===== src/rtl/sorted_integer_list_assert.svh =====
// Assertion macros for the sorted integer list RTL.
// Included by files that check their own logic; needs nothing else.
`ifndef SORTED_INTEGER_LIST_ASSERT_SVH
`define SORTED_INTEGER_LIST_ASSERT_SVH

// Checks that the consequent holds in the same cycle as the antecedent.
`define SIL_ASSERT_SAME(label, clk, rstn, ante, cons, msg) \
    label: assert property (@(posedge clk) disable iff (!(rstn)) (ante) |-> (cons)) \
        else $error(msg);

// Checks that the consequent holds in the cycle after the antecedent.
`define SIL_ASSERT_NEXT(label, clk, rstn, ante, cons, msg) \
    label: assert property (@(posedge clk) disable iff (!(rstn)) (ante) |=> (cons)) \
        else $error(msg);

`endif


===== src/rtl/sil_pkg.sv =====
// Shared types and constants of the sorted integer list.
// Used by sil_cell, sorted_integer_list and the testbench; depends on nothing.
package sil_pkg;

    // Sizes of the list and of the item fields.
    localparam int DEPTH = 32;
    localparam int VAL_W = 32;
    localparam int POS_W = 5;
    localparam int CNT_W = 6;
    localparam int OP_W  = 3;
    localparam int ST_W  = 2;

    // Operation codes.
    localparam logic [OP_W-1:0] OP_INSERT = 3'd0;
    localparam logic [OP_W-1:0] OP_READ   = 3'd1;
    localparam logic [OP_W-1:0] OP_COUNT  = 3'd2;
    localparam logic [OP_W-1:0] OP_FIND   = 3'd3;
    localparam logic [OP_W-1:0] OP_REMOVE = 3'd4;

    // Status codes.
    localparam logic [ST_W-1:0] ST_OK       = 2'd0;
    localparam logic [ST_W-1:0] ST_FULL     = 2'd1;
    localparam logic [ST_W-1:0] ST_RANGE    = 2'd2;
    localparam logic [ST_W-1:0] ST_NOTFOUND = 2'd3;

    // Per-cell shift control for one operation.
    typedef struct packed {
        logic ins_en;     // insert shift is active this cycle
        logic take_next;  // cell copies its right-hand neighbour (remove)
    } cell_ctrl_t;

    // Number of ones in a low-aligned thermometer code, found from its edge.
    function automatic logic [CNT_W-1:0] therm_count(input logic [DEPTH-1:0] t);
        logic [CNT_W-1:0] res;
        logic             upper;
        res = '0;
        for (int i = 0; i < DEPTH; i++) begin
            upper = (i == DEPTH - 1) ? 1'b0 : t[(i + 1) % DEPTH];
            if (t[i] && !upper) begin
                res = res | CNT_W'(i + 1);
            end
        end
        return res;
    endfunction

endpackage


===== src/rtl/sorted_integer_list.sv =====
// Top level of the sorted integer list: a row of sil_cell entries with
// the item, decode and result stages around it. Depends on sil_pkg,
// sil_cell and sorted_integer_list_assert.svh.
//
// The list keeps up to 32 signed 32-bit entries in ascending order in a row
// of cells. Every cell compares its entry with the item in the same cycle,
// so insert, read, count, find and remove each complete within the cell row
// stage, and the block sustains one transfer per clock while m_axis_tready
// is high. An item passes three registers: the input register, the cell
// row stage and the result register, and the master-side tvalid rises once
// the item has reached the result register. The input side keeps accepting
// while a result waits, until the three stages are full. Entries are not
// cleared at reset; only the entry count is, so the block is ready as soon
// as reset is released.
`include "sorted_integer_list_assert.svh"

module sorted_integer_list
(
    input  logic        clk,
    input  logic        rst_n,
    // Input stream
    input  logic        s_axis_tvalid,
    output logic        s_axis_tready,
    input  logic [39:0] s_axis_tdata,  // item_value[31:0], position[36:32], zero
    input  logic [2:0]  s_axis_tuser,  // operation[2:0]
    // Result stream
    output logic        m_axis_tvalid,
    input  logic        m_axis_tready,
    output logic [55:0] m_axis_tdata,  // read_value[31:0], match_count[37:32],
                                       // match_position[42:38], entries_held[48:43],
                                       // zero
    output logic [1:0]  m_axis_tuser   // status[1:0]
);

    localparam int DEPTH = sil_pkg::DEPTH;
    localparam int VAL_W = sil_pkg::VAL_W;
    localparam int POS_W = sil_pkg::POS_W;
    localparam int CNT_W = sil_pkg::CNT_W;
    localparam int OP_W  = sil_pkg::OP_W;
    localparam int ST_W  = sil_pkg::ST_W;

    // Input stage
    logic                    item_valid_reg;
    logic [OP_W-1:0]         item_op_reg;
    logic signed [VAL_W-1:0] item_value_reg;
    logic [POS_W-1:0]        item_pos_reg;

    // Cell row stage
    logic                    mid_valid_reg;
    logic [OP_W-1:0]         mid_op_reg;
    logic                    mid_fail_reg;
    logic signed [VAL_W-1:0] mid_rd_reg;
    logic [CNT_W-1:0]        mid_lt_cnt_reg;
    logic [CNT_W-1:0]        mid_le_cnt_reg;
    logic [CNT_W-1:0]        count_reg;
    logic [CNT_W-1:0]        count_next;

    // Result stage
    logic                    out_valid_reg;
    logic signed [VAL_W-1:0] out_rd_reg;
    logic [CNT_W-1:0]        out_cnt_reg;
    logic [POS_W-1:0]        out_mpos_reg;
    logic [ST_W-1:0]         out_st_reg;
    logic [CNT_W-1:0]        out_held_reg;
    logic [CNT_W-1:0]        out_held_q_reg;
    logic signed [VAL_W-1:0] out_rd_next;
    logic [CNT_W-1:0]        out_cnt_next;
    logic [POS_W-1:0]        out_mpos_next;
    logic [ST_W-1:0]         out_st_next;

    // Cell row wiring
    logic signed [VAL_W-1:0] entry_bus [DEPTH];
    logic [DEPTH-1:0]        lt_vec;
    logic [DEPTH-1:0]        le_vec;
    logic [DEPTH-1:0]        live_vec;
    sil_pkg::cell_ctrl_t     ctrl_vec [DEPTH];

    // Handshake and stage movement
    logic out_move;
    logic mid_move;
    logic exec_fire;
    logic in_fire;
    logic is_full;
    logic pos_beyond_count;
    logic ins_en;
    logic rem_en;

    assign out_move      = mid_valid_reg && (!out_valid_reg || m_axis_tready);
    assign mid_move      = out_move;
    assign exec_fire     = item_valid_reg && (!mid_valid_reg || mid_move);
    assign s_axis_tready = !item_valid_reg || exec_fire;
    assign in_fire       = s_axis_tvalid && s_axis_tready;

    // Operation checks against the current entry count.
    assign is_full          = (count_reg == CNT_W'(DEPTH));
    assign pos_beyond_count = ({1'b0, item_pos_reg} >= count_reg);
    assign ins_en = exec_fire && (item_op_reg == sil_pkg::OP_INSERT) && !is_full;
    assign rem_en = exec_fire && (item_op_reg == sil_pkg::OP_REMOVE) && !pos_beyond_count;

    // Input register.
    always_ff @(posedge clk or negedge rst_n)
    begin
        if (!rst_n)
        begin
            item_valid_reg <= 1'b0;
        end
        else if (s_axis_tready)
        begin
            item_valid_reg <= s_axis_tvalid;
        end
    end

    always_ff @(posedge clk)
    begin
        if (in_fire)
        begin
            item_op_reg    <= s_axis_tuser;
            item_value_reg <= s_axis_tdata[VAL_W-1:0];
            item_pos_reg   <= s_axis_tdata[VAL_W+POS_W-1:VAL_W];
        end
    end

    // Row of cells, each linked to its neighbours.
    for (genvar i = 0; i < DEPTH; i++)
    begin : g_cell
        logic signed [VAL_W-1:0] prev_entry;
        logic                    prev_lt;
        logic signed [VAL_W-1:0] next_entry;

        assign live_vec[i]           = (CNT_W'(i) < count_reg);
        assign ctrl_vec[i].ins_en    = ins_en;
        assign ctrl_vec[i].take_next = rem_en && (CNT_W'(i) >= {1'b0, item_pos_reg});

        if (i == 0)
        begin : g_first
            assign prev_entry = '0;
            assign prev_lt    = 1'b1;
        end
        else
        begin : g_inner
            assign prev_entry = entry_bus[i-1];
            assign prev_lt    = lt_vec[i-1];
        end

        if (i == DEPTH - 1)
        begin : g_last
            assign next_entry = entry_bus[i];
        end
        else
        begin : g_body
            assign next_entry = entry_bus[i+1];
        end

        sil_cell u_cell
        (
            .clk        (clk),
            .live       (live_vec[i]),
            .item_value (item_value_reg),
            .ctrl       (ctrl_vec[i]),
            .prev_entry (prev_entry),
            .prev_lt    (prev_lt),
            .next_entry (next_entry),
            .entry      (entry_bus[i]),
            .lt         (lt_vec[i]),
            .le         (le_vec[i])
        );
    end

    // Entry count update.
    always_comb
    begin
        count_next = count_reg;
        if (ins_en)
        begin
            count_next = count_reg + CNT_W'(1);
        end
        else if (rem_en)
        begin
            count_next = count_reg - CNT_W'(1);
        end
    end

    always_ff @(posedge clk or negedge rst_n)
    begin
        if (!rst_n)
        begin
            count_reg     <= '0;
            mid_valid_reg <= 1'b0;
        end
        else
        begin
            count_reg <= count_next;
            if (exec_fire)
            begin
                mid_valid_reg <= 1'b1;
            end
            else if (mid_move)
            begin
                mid_valid_reg <= 1'b0;
            end
        end
    end

    // Cell row results: the compare flags form thermometer codes because the
    // entries are sorted, so their edges give the boundary positions.
    always_ff @(posedge clk)
    begin
        if (exec_fire)
        begin
            mid_op_reg     <= item_op_reg;
            mid_rd_reg     <= entry_bus[item_pos_reg];
            mid_lt_cnt_reg <= sil_pkg::therm_count(lt_vec);
            mid_le_cnt_reg <= sil_pkg::therm_count(le_vec);
            mid_fail_reg   <= (item_op_reg == sil_pkg::OP_INSERT) ? is_full : pos_beyond_count;
            out_held_reg   <= count_next;
        end
    end

    // Result formatting per operation.
    always_comb
    begin
        out_rd_next   = '0;
        out_cnt_next  = '0;
        out_mpos_next = '0;
        out_st_next   = sil_pkg::ST_OK;
        unique case (mid_op_reg)
            sil_pkg::OP_INSERT:
            begin
                if (mid_fail_reg)
                begin
                    out_st_next = sil_pkg::ST_FULL;
                end
            end
            sil_pkg::OP_READ:
            begin
                if (mid_fail_reg)
                begin
                    out_st_next = sil_pkg::ST_RANGE;
                end
                else
                begin
                    out_rd_next = mid_rd_reg;
                end
            end
            sil_pkg::OP_COUNT:
            begin
                out_cnt_next = mid_le_cnt_reg - mid_lt_cnt_reg;
            end
            sil_pkg::OP_FIND:
            begin
                if (mid_le_cnt_reg != mid_lt_cnt_reg)
                begin
                    out_mpos_next = mid_lt_cnt_reg[POS_W-1:0];
                end
                else
                begin
                    out_st_next = sil_pkg::ST_NOTFOUND;
                end
            end
            sil_pkg::OP_REMOVE:
            begin
                if (mid_fail_reg)
                begin
                    out_st_next = sil_pkg::ST_RANGE;
                end
            end
            default:
            begin
                out_st_next = sil_pkg::ST_OK;
            end
        endcase
    end

    // Result register.
    always_ff @(posedge clk or negedge rst_n)
    begin
        if (!rst_n)
        begin
            out_valid_reg <= 1'b0;
        end
        else if (out_move)
        begin
            out_valid_reg <= 1'b1;
        end
        else if (m_axis_tready)
        begin
            out_valid_reg <= 1'b0;
        end
    end

    always_ff @(posedge clk)
    begin
        if (out_move)
        begin
            out_rd_reg   <= out_rd_next;
            out_cnt_reg  <= out_cnt_next;
            out_mpos_reg <= out_mpos_next;
            out_st_reg   <= out_st_next;
        end
    end

    // The held count travels with the result; it is captured one stage early
    // and must follow the result into the output register.
    always_ff @(posedge clk)
    begin
        if (out_move)
        begin
            out_held_q_reg <= out_held_reg;
        end
    end

    assign m_axis_tvalid = out_valid_reg;
    assign m_axis_tuser  = out_st_reg;
    assign m_axis_tdata  = {7'd0, out_held_q_reg, out_mpos_reg, out_cnt_reg, out_rd_reg};

    // The entry count never exceeds the number of cells.
    `SIL_ASSERT_SAME(a_count_bound, clk, rst_n, 1'b1, count_reg <= CNT_W'(DEPTH), "entry count above depth")

    // An accepted insert into a list with room grows the count by one.
    `SIL_ASSERT_NEXT(a_insert_grows, clk, rst_n, ins_en, count_reg == $past(count_reg) + CNT_W'(1), "insert did not grow the count")

    // Sorted entries make the less-than flags a single low-aligned run.
    `SIL_ASSERT_SAME(a_sorted_row, clk, rst_n, item_valid_reg, $onehot0(lt_vec ^ (lt_vec >> 1)), "cell row is not in ascending order")

    // A full status is only reported with every cell in use.
    `SIL_ASSERT_SAME(a_full_status, clk, rst_n, m_axis_tvalid && (m_axis_tuser == sil_pkg::ST_FULL), m_axis_tdata[48:43] == CNT_W'(DEPTH), "full status with free cells")

endmodule


===== src/rtl/sil_cell.sv =====
// One cell of the sorted list: holds one entry, compares it with the item
// and shifts it to or from its neighbours. Depends on sil_pkg.
module sil_cell
(
    input  logic                               clk,
    input  logic                               live,
    input  logic signed [sil_pkg::VAL_W-1:0]   item_value,
    input  sil_pkg::cell_ctrl_t                ctrl,
    input  logic signed [sil_pkg::VAL_W-1:0]   prev_entry,
    input  logic                               prev_lt,
    input  logic signed [sil_pkg::VAL_W-1:0]   next_entry,
    output logic signed [sil_pkg::VAL_W-1:0]   entry,
    output logic                               lt,
    output logic                               le
);

    logic signed [sil_pkg::VAL_W-1:0] entry_reg;
    logic signed [sil_pkg::VAL_W-1:0] entry_next;

    // Signed comparisons against the item, masked to live entries.
    assign lt    = live && (entry_reg < item_value);
    assign le    = live && (entry_reg <= item_value);
    assign entry = entry_reg;

    // Shift selection: an insert pushes entries right from the first cell
    // not below the item; a remove pulls entries left from the position.
    always_comb
    begin
        entry_next = entry_reg;
        if (ctrl.ins_en) begin
            if (lt) begin
                entry_next = entry_reg;
            end else if (prev_lt) begin
                entry_next = item_value;
            end else begin
                entry_next = prev_entry;
            end
        end else if (ctrl.take_next) begin
            entry_next = next_entry;
        end
    end

    // Entry storage; contents are only meaningful while the cell is live.
    always_ff @(posedge clk)
    begin
        entry_reg <= entry_next;
    end

endmodule


===== config.mk =====
export PLATFORM = sky130hd
export DESIGN_NAME = sorted_integer_list
export DESIGN_NICKNAME = d
export VERILOG_FILES = /design/src/rtl/sil_pkg.sv /design/src/rtl/sorted_integer_list.sv /design/src/rtl/sil_cell.sv
export VERILOG_INCLUDE_DIRS = /design/src /design/src/rtl
export SDC_FILE = /design/constraint.sdc
export NUM_CORES = 2
export LEC_CHECK = 0
export BUFFER_PORTS_ARGS = -buffer_cell sky130_fd_sc_hd__buf_2
export CAP_MARGIN = 20
export CORE_ASPECT_RATIO = 1.5
export CORE_MARGIN = 2
export CORE_UTILIZATION = 35
export DETAILED_ROUTE_END_ITERATION = 16
export SLEW_MARGIN = 15
export SYNTH_ARGS = -nofsm -noshare
export SYNTH_HDL_FRONTEND = slang
export SYNTH_SLANG_ARGS = --single-unit
export TNS_END_PERCENT = 5

===== constraint.sdc =====
create_clock -name clk -period 7.63 [get_ports clk]
set_clock_uncertainty 0.15 [all_clocks]
set_input_delay 0.763 -clock clk [delete_from_list [all_inputs] [get_ports clk]]
set_output_delay 0.763 -clock clk [all_outputs]
set_load 0.02 [all_outputs]

**After elaboration in Yosys (flattened, before gate mapping)**

Cells that the tools add are included.

- Div/mod/pow operators: 0
- Magnitude comparators: 129
- Add/sub/neg operators: 3
- Multiplexer cells: 406
- Shift operators: 0
- Equality and inequality tests: 38
- Bitwise logic cells: 2
- Multipliers: 0
- Reductions and logical operators: 301

Operator list:

| operator | number |
|---|---|
| $mux W32 | 257 |
| $le A32 B32 Y1 | 32 |
| $lt A32 B32 Y1 | 32 |
| $mux W6 | 69 |
| $mux W5 | 34 |
| $logic_and A1 B1 Y1 | 164 |
| $bmux W32 S5 | 1 |
| $lt A5 B6 Y1 const A | 16 |
| $ge A5 B5 Y1 const A | 15 |
| $logic_not A1 Y1 | 67 |
| $reduce_bool A2 Y1 | 33 |
| $mux W4 | 16 |
| $reduce_and A2 Y1 | 32 |
| $ne A2 B2 Y1 const B | 31 |
| $lt A4 B6 Y1 const A | 8 |
| $ge A4 B5 Y1 const A | 8 |
| $lt A3 B6 Y1 const A | 4 |
| $mux W3 | 8 |
| $ge A3 B5 Y1 const A | 4 |
| $mux W2 | 10 |
| $lt A1 B6 Y1 const A | 2 |
| $lt A2 B6 Y1 const A | 2 |
| $ge A1 B5 Y1 const A | 2 |
| $ge A2 B5 Y1 const A | 2 |
| 16 further kinds | 30 |

- Memory bits (writable): 0
- Bits in latches: 0
- Memories kept: 0
- Register bits after elaboration: 1178
- Output and inout bits: 60
- Bits in read-only memories: 0
- Word-level logic and storage cells: 929
- Input port bits: 47

**Longest topological paths before layout**

- Word-level depth: 68
- Mapped depth: 16

**Hierarchy**

Synthesis repeated with hierarchy kept, for this count alone.

- Cell total of the unflattened synthesis: 9652
- Area total of the unflattened synthesis: 93691.1 µm²

By module, submodules not included:

| module | instances | area an instance (µm²) | cells each |
|---|---|---|---|
| sil_cell | 32 | 2461.1 | 262 |
| sorted_integer_list | 1 | 14935.6 | 1268 |

**Least setup slack after synthesis**

Ideal clock, no wire load.

- Path kind: flip-flop to flip-flop
- From: reg item_pos_reg[0]
- To: reg g_cell[4].u_cell.entry_reg (netlist bit g_cell[4].u_cell.entry[0]), enable pin
- Cell stages (with the launch flop): 16
- Path buffers: 5
- Data arrival time: 5.934 ns
- Required time: 7.008 ns
- Setup slack: 1.074 ns
- Cells stage by stage: edfxtp_1 -> clkbuf_1 -> buf_2 -> buf_1 -> clkbuf_1 -> inv_1 -> ha_1 -> nand2b_1 -> a21o_1 -> a21o_1 -> a21o_1 -> a21oi_1 -> o2111ai_1 -> or2_2 -> clkbuf_1 -> o32ai_1

- Word-level cells in the longest chain between the ends: 6
- Elaborated cells between the ends (all ways): 7
- Those cells by class: order compare (2); reduce/logical (5)

RTL lines:

| what | RTL line | text |
|---|---|---|
| from (decl) | sorted_integer_list.sv:46 | `logic [POS_W-1:0] item_pos_reg;` |
| from (signal assigned) | sorted_integer_list.sv:119 | `item_pos_reg <= s_axis_tdata[VAL_W+POS_W-1:VAL_W];` |
| $ge A5 B6 Y1 | sorted_integer_list.sv:96 | `assign pos_beyond_count = ({1'b0, item_pos_reg} >= count_reg);` |
| $logic_not A1 Y1 | sorted_integer_list.sv:98 | `assign rem_en = exec_fire && (item_op_reg == sil_pkg::OP_REMOVE) && !pos_beyond_count;` |
| $logic_and A1 B1 Y1 | sorted_integer_list.sv:98 |  |
| $logic_and A1 B1 Y1 * | sorted_integer_list.sv:132 | `assign ctrl_vec[i].take_next = rem_en && (CNT_W'(i) >= {1'b0, item_pos_reg});` |
| $reduce_bool A2 Y1 (no line) * | - |  |
| $reduce_and A2 Y1 (no line) * | - |  |
| to (signal assigned) | sil_cell.sv:46 | `entry_reg <= entry_next;` |
| to (decl) | sil_cell.sv:17 | `logic signed [sil_pkg::VAL_W-1:0] entry_reg;` |

Mark *: on every way between the ends. The rest lies on a longest branch, timed or not.
A chain may end at the register's enable or synchronous reset.

**Worst setup path after layout**

- From: reg item_value_reg[14]
- To: reg g_cell[13].u_cell.entry_reg (netlist bit g_cell[13].u_cell.entry[5]), enable pin

- Word-level cells in the longest chain between the ends: 4

RTL lines:

| what | RTL line | text |
|---|---|---|
| from (decl) | sorted_integer_list.sv:45 | `logic signed [VAL_W-1:0] item_value_reg;` |
| from (signal assigned) | sorted_integer_list.sv:118 | `item_value_reg <= s_axis_tdata[VAL_W-1:0];` |
| $lt A32 B32 Y1 | sil_cell.sv:21 | `assign lt = live && (entry_reg < item_value);` |
| $logic_and A1 B1 Y1 | sil_cell.sv:21 |  |
| $ne A2 B2 Y1 (no line) | - |  |
| $reduce_and A2 Y1 (no line) | - |  |
| to (signal assigned) | sil_cell.sv:46 |  |
| to (decl) | sil_cell.sv:17 |  |

Every way passes these cells.

==> reports/results.ini <==
[outcome]
status = finished clean

[worst_setup_path]
r2r_start = item_value_reg[14]
crit_start = item_value_reg[14]
crit_type = flop to flop
r2r_setup_slack_ns = 1.81
critPathRequiredTime_ns = 7.99
worstSetupEndpoint = g_cell[13].u_cell.entry[5]
critPathLaunchType = flop
r2r_end = g_cell[13].u_cell.entry[5]
critPathMaxFanout = 28
setup.worst_path.end_class = flop
r2r_cells = 11
critPathArrivalTime_ns = 6.18

[placement]
hpwl_um = 246000
routabilityCongestion = 0.995
io_buffers = 96

[logic_synthesis]
synth_cell_type_count = 85
synth_edf_count = 1169
async_reset_ff_share_pct = 0.764
synth_warnings = 0
synth-seq-cells = 1178
syn_area_sq_um = 88600
synth.avg_cell_area_sq_um = 10.2
synthFlopType = edfxtp_1
syn_inst = 8707
yosysSeqAreaShare_pct = 39.9

[sta]
worst_pin_slew_ns = 1.25
max_freq_ghz = 0.172
slew_violations = 0
post-route-period-util_pct = 76.2
slew_headroom_pct = 16.4
setup_viol = 0
grt_setup_unrepaired = no
post-route-min-period_ns = 5.82
fin_tns_setup_ns = 0
hold_viol = 0

[cells_and_area]
synthToLayoutAreaGrowth_pct = 10.9
drive_gt1_share_pct = 11.2
largest_reg_flops = 1024
nNetsFinal = 9714

[clocking]
ctsHtreeMaxLevel = 4
ctsRootBufferMaster = clkbuf_16
post_cts_buffers = 0
cts_buffers = 139
clock_path_buffers = 4
clk_pin_slew_ns = 0.06
cts_tree = yes
cts_sinks = 1178
clkLatencyLatePin_ns = 0.84

[global_routing]
grt_pass1_wl_um = 477000
antenna_found_initial = 21
grt_max_degree = 270
grtUsageTotal_pct = 24.8
grt_remaining_overflow = 0
grt_pass1_vias = 71200

[routing]
drt_iter0_drc = 6241
route.detailed.drc = 0
first_pass_iters = 7
drt_wl_total_um = 327000
dr_wl_met2_um = 157000
vias_per_cell = 5.97
wl_met1_um = 118000
wl_per_cell_um = 27.2
vias = 71900
top_layer_used = met5
wl_met3_um = 18500
antenna_left = 0

[flow_run]
drv_cap = 0

[floorplanning]
placeableCoreArea_sq_um = 252000
start_util_pct = 35.1
die_x_um = 415
num_io_pins = 107
dieArea_sq_um = 257000
dieHeight_um = 620
core.rowCount = 226

[power_and_ir_drop]
p_per_area_nw_per_um2 = 219
peakVddDrop_mv = 0.159
power_mw = 21.5
p_leak_nw = 37.7

[worst_hold_path]
min_path_type = input port to flop

==> worst min path at each step <==
stage,start,endpoint,slack (ns),cells after the start
floorplan,out_held_reg[0],out_held_q_reg[0],0.25,0
global placement,out_held_reg[4],out_held_q_reg[4],0.26,0
detailed placement,out_held_reg[1],out_held_q_reg[1],0.26,0
CTS,s_axis_tdata[31],item_value_reg[31],0.02,1
global route,s_axis_tdata[31],item_value_reg[31],0.07,1
finish,s_axis_tdata[31],item_value_reg[31],0.05,1
==> synthesized netlist by cell type (20+ instances only) <==
master | instances | area share (%)
a211oi_1 | 27 | 0.23
a21boi_0 | 24 | 0.20
a21o_1 | 60 | 0.51
a21oi_1 | 800 | 4.5
a31oi_1 | 91 | 0.64
and2_1 | 44 | 0.31
buf_1 | 60 | 0.25
buf_2 | 90 | 0.51
buf_4 | 20 | 0.17
clkbuf_1 | 417 | 1.8
edfxtp_1 | 1169 | 40
ha_1 | 1037 | 15
inv_1 | 116 | 0.49
mux2_2 | 65 | 0.83
mux2i_1 | 554 | 6.3
mux4_2 | 320 | 8.1
nand2_1 | 1324 | 5.6
nand2b_1 | 39 | 0.28
nand3_1 | 87 | 0.49
nand4_1 | 217 | 1.5
nor2_1 | 539 | 2.3
nor2b_1 | 51 | 0.36
nor3_1 | 55 | 0.31
nor4_1 | 54 | 0.38
o211ai_1 | 33 | 0.28
o21a_1 | 39 | 0.33
o21ai_0 | 1082 | 6.1
==> metrics by stage <==
step                      instance area (sq um)  worst slack [ns]  cells  hold slack (ns)  utilization (%)
final                                     98200              1.81  12000           0.0479             38.9
after global routing                      98200              1.65  12000           0.0734             38.9
after CTS                                 98000              1.97  12000           0.0249             38.8
after detailed placement                  93400              2.00  11700            0.261             37.0
after global placement                    93300              2.07  11700            0.263             37.0
after floorplan                           88600              1.07   8713            0.250                -
==> cells by family after synthesis <==
logic type | count (synthesis) | synth area share [%]
other cells | 1 | 0.00423
buf+inv | 706 | 3.21
flops | 1178 | 39.9
compound gates | 2331 | 14.5
mux | 941 | 15.3
fa+ha+maj | 1038 | 14.7
xor+xnor | 11 | 0.109
simple gates | 2501 | 12.4
==> worst max-delay path: stages, from the launching register on <==
cell and delay (ns):
edfxtp_1 0.33, buf_4 0.39, inv_1 0.42, buf_4 0.38, ha_1 0.36, nand4_1 0.14, nor4_1 0.79, o21ai_0 0.27
a41oi_1 0.69, o21ai_4 0.41, o22ai_4 0.68, buf_4 0.41
==> cell type report <==
type | instances | area [sq um]
fill | 24500 | 154000
multi-input combinational | 6829 | 51100
sequential | 1178 | 35300
tap | 3306 | 4140
clock buffer | 171 | 3680
timing repair buffer | 363 | 2990
clock inverter | 66 | 509
inverter | 118 | 443
antenna | 12 | 30.0
==> cell usage in the layout (no fill, tap or decap), types with 13 or more instances in the layout <==
| cell type | count |
|---|---|
| a211oi_1 | 27 |
| a21boi_0 | 24 |
| a21o_1 | 59 |
| a21oi_1 | 799 |
| a22oi_1 | 15 |
| a2bb2oi_1 | 17 |
| a31oi_1 | 90 |
| and2_1 | 41 |
| buf_12 | 16 |
| buf_2 | 96 |
| buf_4 | 200 |
| clkbuf_1 | 28 |
| clkbuf_16 | 143 |
| clkinv_1 | 37 |
| clkinv_2 | 14 |
| dlygate4sd3_1 | 40 |
| edfxtp_1 | 1169 |
| ha_1 | 1037 |
| inv_1 | 112 |
| mux2_2 | 65 |
| mux2i_1 | 551 |
| mux4_2 | 320 |
| nand2_1 | 1324 |
| nand2b_1 | 39 |
| nand3_1 | 87 |
| nand4_1 | 217 |
| nor2_1 | 536 |
| nor2b_1 | 51 |
| nor3_1 | 52 |
| nor4_1 | 54 |
| o211ai_1 | 33 |
| o21a_1 | 39 |
| o21ai_0 | 1066 |
| o21ai_4 | 22 |
| or4_1 | 13 |
==> per-layer routing <==
layer | vias to the layer above | GRT usage, %
met1 | 35200 | 27.5
met3 | 946 | 3.04
met4 | 12 | 21.8
met5 | - | 0
met2 | 2835 | 42.1
li1 | 32900 | -
==> where the power goes <==
group / total (mW) / switching (mW) / internal [mW] / leakage (nW)
clock: 6.58 / 2.89 / 3.69 / 2.03
sequential: 8.04 / 0.405 / 7.64 / 10.8
combinational: 6.87 / 4.44 / 2.43 / 24.9
total: 21.5 / 7.74 / 13.8 / 37.7
==> repair_timing <==
item / CTS / global route
hold endpoints to repair: 48 / 0
gates resized for setup: 0 / 0
hold buffers: 40 / 0
endpoints found under the setup margin: 0 / 0
(Power assumes the default switching activity.)
